<file path="config.mk">
export PLATFORM = sky130hd
export DESIGN_NAME = midi_track_delta_encoder_core
export DESIGN_NICKNAME = d
export VERILOG_FILES = /design/src/sv/mtde_pkg.sv /design/src/sv/midi_track_delta_encoder_core.sv
export VERILOG_INCLUDE_DIRS = /design/src /design/src/sv
export SDC_FILE = /design/constraint.sdc
export NUM_CORES = 1
export LEC_CHECK = 0
export ABC_AREA = 1
export BUFFER_PORTS_ARGS = -buffer_cell sky130_fd_sc_hd__buf_2
export CORE_ASPECT_RATIO = 0.6
export CORE_MARGIN = 2
export CORE_UTILIZATION = 40
export CTS_CLUSTER_SIZE = 40
export DETAILED_ROUTE_END_ITERATION = 7
export GPL_TIMING_DRIVEN = 0
export PLACE_DENSITY_LB_ADDON = 0.2
export SLEW_MARGIN = 30
export SYNTH_ARGS = -nofsm -noshare
export SYNTH_HDL_FRONTEND = slang
export SYNTH_SLANG_ARGS = --single-unit
</file>
<file path="constraint.sdc">
create_clock -name aclk -period 11.1 [get_ports aclk]
set_clock_uncertainty 0.05 [all_clocks]
set_input_delay 0.555 -clock aclk [delete_from_list [all_inputs] [get_ports aclk]]
set_output_delay 0.555 -clock aclk [all_outputs]
set_load 0.03 [all_outputs]
</file>
<file path="src/sv/assert_macros.svh">
// Concurrent assertion helpers, clocked on aclk and held off during reset.
`ifndef ASSERT_MACROS_SVH
`define ASSERT_MACROS_SVH

`ifndef SYNTHESIS
`define ASSERT_NOW(label, pre, post, msg) \
    label: assert property (@(posedge aclk) disable iff (!aresetn) (pre) |-> (post)) \
        else $error(msg);
`define ASSERT_NEXT(label, pre, post, msg) \
    label: assert property (@(posedge aclk) disable iff (!aresetn) (pre) |=> (post)) \
        else $error(msg);
`else
`define ASSERT_NOW(label, pre, post, msg)
`define ASSERT_NEXT(label, pre, post, msg)
`endif

`endif

</file>
<file path="src/sv/mtde_pkg.sv">
`default_nettype none

package mtde_pkg;

    typedef enum logic [1:0] {
        ERR_NONE   = 2'd0,
        ERR_DELTA  = 2'd1,
        ERR_LENGTH = 2'd2
    } err_code_t;

    localparam logic KIND_EVENT = 1'b0;
    localparam logic KIND_EOT   = 1'b1;

    localparam int unsigned VLQ_BITS    = 28;
    localparam logic [31:0] VLQ_LIMIT   = 32'h0FFF_FFFF;
    localparam logic [31:0] TOTAL_LIMIT = 32'hFFFF_FFFF;
    localparam logic [31:0] EOT_WORD    = 32'h00FF_2F00;
    localparam int unsigned EOT_BYTES   = 4;
    localparam int unsigned VLQ_MAX     = 4;

endpackage

`default_nettype wire

</file>
<file path="src/sv/midi_track_delta_encoder_core.sv">
// Track chunk body encoder: sorted events in, SMF track body bytes out.
// Input channel (s_*): one transaction per event (kind 0) or end of track
// (kind 1). Output channel (m_*): one body byte per transaction, m_last on
// the final byte of each input transaction, m_error_code on every byte,
// m_track_length on the last byte of an end-of-track transaction.
// A transaction passes through the input register and then the byte
// shifter before its first byte is presented. Throughput: one byte per
// cycle while m_ready is high; a transaction puts out n bytes: delta bytes plus
// message bytes for an event (1..11 at the default sizes), 4 for end of
// track, 1 for an errored event. The single-byte output port sets this
// figure; the next transaction is loaded in the cycle its predecessor's last
// byte is taken, with no gap.
// An input register holds one transaction while the byte shifter drains.
// Reset (aresetn low, synchronous) empties both stages and clears the
// previous tick, the byte count and the sticky error.
// When m_ready is low the current byte holds, the input register fills,
// and s_ready stays low until the shifter's last byte is taken.
`default_nettype none

`include "assert_macros.svh"

module midi_track_delta_encoder_core #(
    parameter int unsigned TICK_WIDTH      = 32,
    parameter int unsigned MAX_EVENT_BYTES = 7
) (
    input  wire logic                         aclk,
    input  wire logic                         aresetn,
    input  wire logic                         s_valid,
    output logic                              s_ready,
    input  wire logic                         s_kind,
    input  wire logic [TICK_WIDTH-1:0]        s_tick,
    input  wire logic [2:0]                   s_event_length,
    input  wire logic [8*MAX_EVENT_BYTES-1:0] s_event_bytes,
    output logic                              m_valid,
    input  wire logic                         m_ready,
    output logic [7:0]                        m_out_byte,
    output logic                              m_last,
    output logic [1:0]                        m_error_code,
    output logic [31:0]                       m_track_length
);

    localparam int unsigned MSG_W = 8 * MAX_EVENT_BYTES;
    localparam int unsigned BUF_W = 8 * (mtde_pkg::VLQ_MAX + MAX_EVENT_BYTES);
    localparam int unsigned CNT_W = $clog2(mtde_pkg::VLQ_MAX + MAX_EVENT_BYTES + 1);
    localparam logic [TICK_WIDTH:0] DeltaLimit = (TICK_WIDTH + 1)'(mtde_pkg::VLQ_LIMIT);
    localparam logic [3:0] MaxLen = 4'(MAX_EVENT_BYTES);

    logic                  a_valid_reg, a_valid_next;
    logic                  a_kind_reg;
    logic [TICK_WIDTH-1:0] a_tick_reg;
    logic [2:0]            a_len_reg;
    logic [MSG_W-1:0]      a_bytes_reg;

    logic [TICK_WIDTH-1:0] prev_tick_reg, prev_tick_next;
    logic [31:0]           byte_total_reg, byte_total_next;
    logic                  failed_reg, failed_next;

    logic                  ser_valid_reg, ser_valid_next;
    logic [BUF_W-1:0]      buf_reg, buf_next;
    logic [CNT_W-1:0]      cnt_reg, cnt_next;
    mtde_pkg::err_code_t   code_reg, code_next;
    logic [31:0]           blen_reg, blen_next;

    logic                  ld;
    logic                  s_take;
    logic [TICK_WIDTH:0]   delta_ext;
    logic                  delta_err;
    logic [27:0]           delta;
    logic [2:0]            groups;
    logic [31:0]           vlq_word;
    logic [3:0]            len_sat;
    logic [CNT_W-1:0]      n_bytes;
    logic [32:0]           sum_event;
    logic [32:0]           sum_eot;
    mtde_pkg::err_code_t   sticky_code;

    assign ld     = a_valid_reg && (!ser_valid_reg || (m_ready && cnt_reg == CNT_W'(1)));
    assign s_ready = !a_valid_reg || ld;
    assign s_take  = s_valid && s_ready;

    assign delta_ext = {1'b0, a_tick_reg} - {1'b0, prev_tick_reg};
    assign delta_err = delta_ext > DeltaLimit;
    assign delta     = delta_ext[27:0];

    always_comb begin
        if (delta[27:7] == '0) begin
            groups = 3'd1;
        end else if (delta[27:14] == '0) begin
            groups = 3'd2;
        end else if (delta[27:21] == '0) begin
            groups = 3'd3;
        end else begin
            groups = 3'd4;
        end
    end

    assign vlq_word = {1'b1, delta[27:21], 1'b1, delta[20:14], 1'b1, delta[13:7],
                       1'b0, delta[6:0]};
    assign len_sat  = ({1'b0, a_len_reg} > MaxLen) ? MaxLen : {1'b0, a_len_reg};
    assign n_bytes  = CNT_W'(groups) + CNT_W'(len_sat);
    assign sum_event = {1'b0, byte_total_reg} + 33'(n_bytes);
    assign sum_eot   = {1'b0, byte_total_reg} + 33'(mtde_pkg::EOT_BYTES);

    always_comb begin
        if (!failed_reg) begin
            sticky_code = mtde_pkg::ERR_NONE;
        end else if (byte_total_reg == mtde_pkg::TOTAL_LIMIT) begin
            sticky_code = mtde_pkg::ERR_LENGTH;
        end else begin
            sticky_code = mtde_pkg::ERR_DELTA;
        end
    end

    always_comb begin
        a_valid_next    = a_valid_reg;
        prev_tick_next  = prev_tick_reg;
        byte_total_next = byte_total_reg;
        failed_next     = failed_reg;
        ser_valid_next  = ser_valid_reg;
        buf_next        = buf_reg;
        cnt_next        = cnt_reg;
        code_next       = code_reg;
        blen_next       = blen_reg;

        if (s_take) begin
            a_valid_next = 1'b1;
        end else if (ld) begin
            a_valid_next = 1'b0;
        end

        if (ld) begin
            ser_valid_next = 1'b1;
            blen_next      = '0;
            if (a_kind_reg == mtde_pkg::KIND_EOT) begin
                buf_next  = {mtde_pkg::EOT_WORD, {MSG_W{1'b0}}};
                cnt_next  = CNT_W'(mtde_pkg::EOT_BYTES);
                code_next = sticky_code;
                blen_next = byte_total_reg;
                if (!failed_reg) begin
                    if (sum_eot[32]) begin
                        code_next = mtde_pkg::ERR_LENGTH;
                        blen_next = mtde_pkg::TOTAL_LIMIT;
                    end else begin
                        blen_next = sum_eot[31:0];
                    end
                end
                prev_tick_next  = '0;
                byte_total_next = '0;
                failed_next     = 1'b0;
            end else if (failed_reg) begin
                buf_next  = '0;
                cnt_next  = CNT_W'(1);
                code_next = sticky_code;
            end else if (delta_err) begin
                buf_next        = '0;
                cnt_next        = CNT_W'(1);
                code_next       = mtde_pkg::ERR_DELTA;
                failed_next     = 1'b1;
                byte_total_next = '0;
            end else if (sum_event[32]) begin
                buf_next        = '0;
                cnt_next        = CNT_W'(1);
                code_next       = mtde_pkg::ERR_LENGTH;
                failed_next     = 1'b1;
                byte_total_next = mtde_pkg::TOTAL_LIMIT;
            end else begin
                buf_next        = {vlq_word, a_bytes_reg} << {3'd4 - groups, 3'b000};
                cnt_next        = n_bytes;
                code_next       = mtde_pkg::ERR_NONE;
                byte_total_next = sum_event[31:0];
                prev_tick_next  = a_tick_reg;
            end
        end else if (ser_valid_reg && m_ready) begin
            if (cnt_reg == CNT_W'(1)) begin
                ser_valid_next = 1'b0;
            end else begin
                buf_next = buf_reg << 8;
                cnt_next = cnt_reg - CNT_W'(1);
            end
        end
    end

    always_ff @(posedge aclk) begin
        if (!aresetn) begin
            a_valid_reg    <= 1'b0;
            prev_tick_reg  <= '0;
            byte_total_reg <= '0;
            failed_reg     <= 1'b0;
            ser_valid_reg  <= 1'b0;
            cnt_reg        <= '0;
        end else begin
            a_valid_reg    <= a_valid_next;
            prev_tick_reg  <= prev_tick_next;
            byte_total_reg <= byte_total_next;
            failed_reg     <= failed_next;
            ser_valid_reg  <= ser_valid_next;
            cnt_reg        <= cnt_next;
        end
    end

    always_ff @(posedge aclk) begin
        if (s_take) begin
            a_kind_reg  <= s_kind;
            a_tick_reg  <= s_tick;
            a_len_reg   <= s_event_length;
            a_bytes_reg <= s_event_bytes;
        end
        buf_reg  <= buf_next;
        code_reg <= code_next;
        blen_reg <= blen_next;
    end

    assign m_valid        = ser_valid_reg;
    assign m_out_byte     = buf_reg[BUF_W-1 -: 8];
    assign m_last         = cnt_reg == CNT_W'(1);
    assign m_error_code   = code_reg;
    assign m_track_length = m_last ? blen_reg : '0;

    `ASSERT_NOW(a_busy_has_bytes, ser_valid_reg, cnt_reg != '0, "shifter valid with no bytes")
    `ASSERT_NEXT(a_hold_pending, a_valid_reg && !ld, a_valid_reg, "pending transaction dropped")
    `ASSERT_NEXT(a_eot_clears, ld && a_kind_reg == mtde_pkg::KIND_EOT,
        prev_tick_reg == '0 && byte_total_reg == '0 && !failed_reg,
        "state not cleared after end of track")
    `ASSERT_NOW(a_error_single,
        m_valid && m_error_code != mtde_pkg::ERR_NONE && !failed_reg,
        m_last || blen_reg != '0 || cnt_reg <= CNT_W'(mtde_pkg::EOT_BYTES),
        "error result longer than expected")

endmodule

`default_nettype wire
</file>
==> flow_summary.yaml <==
placed_design:
  portBuffers: 140
  gp_congestion: 1.01
  hpwl_mm: 49.9
sta:
  max_freq_ghz: 0.123
  post-route-period-util_pct: 73.3
  setup_violations: 0
  maxSlewViolCount: 0
  slew_headroom_pct: 36.4
  rsz0062_at_grt: "no"
  setup_tns_ns: 0
  worst_pin_slew_ns: 0.953
  min_period_ns: 8.14
  final_hold_viol_count: 0
synth:
  netlist_area_um2: 17300
  synth_common_cells: "nand2_1, inv_1, nand3_1, edfxtp_1, nor2_1"
  synthTopCellsByArea: "edfxtp_1, nand2_1, dfxtp_1"
  yosysMostFrequentCell: "nand2_1"
  ys_async_sr_fraction_pct: 0
  ys_types: 52
  ys.flop_type: "edfxtp_1"
  synthAdderAreaFrac_pct: 3.54
  syn_nets: 2419
  seq_area_frac_synth_pct: 45.5
  synth_top_area_share_pct: 37.2
  synth_compound_area_share_pct: 10.0
  yosys.area_share.simple_pct: 28.2
  yosys_warnings: 0
  syn_inst: 2276
  synth_edf_count: 214
  ys_seq_elements: 285
  synth_top_cell_by_area: "edfxtp_1"
  synth_area_per_cell_um2: 7.58
  synth_xor_area_share_pct: 2.59
  synth.area.mux_share_pct: 0
  synth_top_family_by_area: "simple AND/OR/NAND/NOR gates"
cts:
  postCtsSetupBuffers: 0
  clockBufferDepth: 3
  cts_tree: "done"
  cts_resized: 0
  cts_root_buffer: "clkbuf_16"
  clock_sinks: 285
  htree_levels: 1
  cts_buffers: 30
  clk_pin_slew_ns: 0.07
  clk_latency_ns: 0.59
  ctsHoldBuffers: 0
power_and_ir_drop:
  power_mw: 2.85
  power_density_nw_per_um2: 144
  ir_drop_uv: 113
  power_leakage_nw: 8.65
floorplan:
  dieArea_um2: 44900
  die_w_um: 272
  die_h_um: 165
  core_region_area_um2: 42200
  rows: 58
  ioPinCount: 141
  start_util_pct: 40.9
critical_path:
  reg2reg_to: "prev_tick_reg[1]"
  worstRegToRegCells: 42
  r2r_slack_ns: 2.96
  critPathMaxFanout: 11
  critPathArrivalTime_ns: 8.59
  critical_path.endpoint: "prev_tick_reg[1]"
  cp.required_ns: 11.55
  crit_path_max_incr_delay_ns: 0.48
  crit_start: "a_tick_reg[0]"
  path_class: "reg -> reg"
  crit_path_top_delay_cell: "o21ai_2"
  end_kind: "register"
  cpMostUsedCell: "nand2_1"
  cp-start-kind: "register"
  worstReg2RegStart: "a_tick_reg[0]"
grt:
  grt-ovfl-total: 0
  grt_pass1_wl_mm: 92.2
  grt_pass1_vias: 14800
  grt_max_degree: 74
  grt_usage_pct: 27.6
  antenna_found_initial: 0
cells_and_area:
  largest_reg_flops: 88
  final_layout_size_suffix_gt1_share_pct: 10.9
  area_growth_pct: 14.8
  multi_input_area_um2: 7660
  finalNetCount: 2597
  seq_area_um2: 7850
  antennaDiodeCount: 0
  fillCellCount: 4269
outcome:
  status: "finished clean"
drt:
  drt_iter0_markers: 1908
  wl_per_cell_um: 20.4
  routed_wl_mm: 62.1
  drt_first_pass_iters: 6
  via_count: 16300
  drcViolationCount: 0
  antenna_left: 0
  viasPerCell: 5.34
run:
  maxCapViolCount: 0
hold_path:
  hp-class: "in -> reg"
## power by group
part | leakage (nW) | total, mW | internal (mW) | switching (mW)
clock network | 0.474 | 1.00 | 0.562 | 0.443
registers | 2.63 | 1.31 | 1.27 | 0.0345
logic | 5.54 | 0.538 | 0.168 | 0.370
## placed cells by master (no fill, tap or decap), types with 4 or more instances in the layout
| cell | count |
|---|---|
| a21oi_1 | 134 |
| a22oi_1 | 6 |
| a31oi_1 | 6 |
| and2_1 | 8 |
| buf_1 | 4 |
| buf_16 | 5 |
| buf_2 | 161 |
| buf_4 | 17 |
| clkbuf_1 | 61 |
| clkbuf_16 | 31 |
| clkbuf_8 | 4 |
| clkinv_2 | 6 |
| dfxtp_1 | 71 |
| edfxtp_1 | 214 |
| ha_1 | 44 |
| inv_1 | 329 |
| inv_2 | 8 |
| nand2_1 | 645 |
| nand2_2 | 5 |
| nand3_1 | 247 |
| nand3b_1 | 6 |
| nand4_1 | 14 |
| nor2_1 | 158 |
| nor3_1 | 19 |
| nor3_2 | 6 |
| nor4_1 | 9 |
| o211ai_1 | 28 |
| o21ai_0 | 82 |
| o21ai_1 | 44 |
| o31ai_1 | 7 |
| or2_1 | 9 |
| xnor2_1 | 10 |
| xor2_1 | 38 |
## per-layer routing
metal,global-route usage [%],wire length [µm],part of all wire [%]
met1,46.3,32500,52
met2,33.5,21400,34
met3,7.66,7180,12
met4,4.55,992,1.6
met5,0,0,0
## cell families after synthesis
| logic type | count (synthesis) |
|---|---|
| flip-flops | 285 |
| AO/OA/AOI/OAI | 317 |
| adder cells (fa/ha/maj) | 47 |
| XOR/XNOR | 49 |
| buffers and inverters | 440 |
| AND/OR/NAND/NOR | 1138 |
## worst max-delay path: cells and delay by family (launching register included)
| kind | cells | cell delay, ns |
|---|---|---|
| xor gates and xnor gates | 1 | 0.18 |
| buffers and inverters | 12 | 1.84 |
| and+or+nand+nor | 21 | 3.17 |
| adders and majority gates | 5 | 1.58 |
| AOI/OAI and AO/OA | 3 | 0.83 |
| DFF | 1 | 0.36 |
## final cells by class
class / count / share of cell area [%]
Multi-Input combinational cell: 1551 / 38.7
Tap cell: 570 / 3.60
Clock buffer: 43 / 4.35
Sequential cell: 285 / 39.6
Clock inverter: 13 / 0.512
Buffer: 100 / 2.49
Inverter: 340 / 6.48
Timing Repair Buffer: 146 / 4.31
## through the flow
stage	hold slack [ns]	util (%)	instance area, µm²	setup WS, ns	std cells
6_report	0.0886	46.9	19800	2.96	3048
5_1_grt	0.0661	46.9	19800	2.35	3048
4_1_cts	0.0650	46.9	19800	3.18	3048
3_5_place_dp	0.405	44.6	18800	3.23	2992
3_3_place_gp	0.399	44.2	18700	2.21	2986
2_1_floorplan	0.389	-	17300	4.75	2276
## worst min-delay path by stage
stage                      startpoint           endpoint  slack, ns  cells past startpoint
global route        s_event_bytes[13]    a_bytes_reg[13]       0.07                      1
floorplan           prev_tick_reg[21]  prev_tick_reg[21]       0.39                      2
detailed placement  prev_tick_reg[31]  prev_tick_reg[31]       0.41                      2
finish                     s_tick[12]     a_tick_reg[12]       0.09                      1
global placement    prev_tick_reg[25]  prev_tick_reg[25]       0.40                      2
CTS                        s_tick[25]     a_tick_reg[25]       0.06                      1
(Power assumes the default switching activity.)
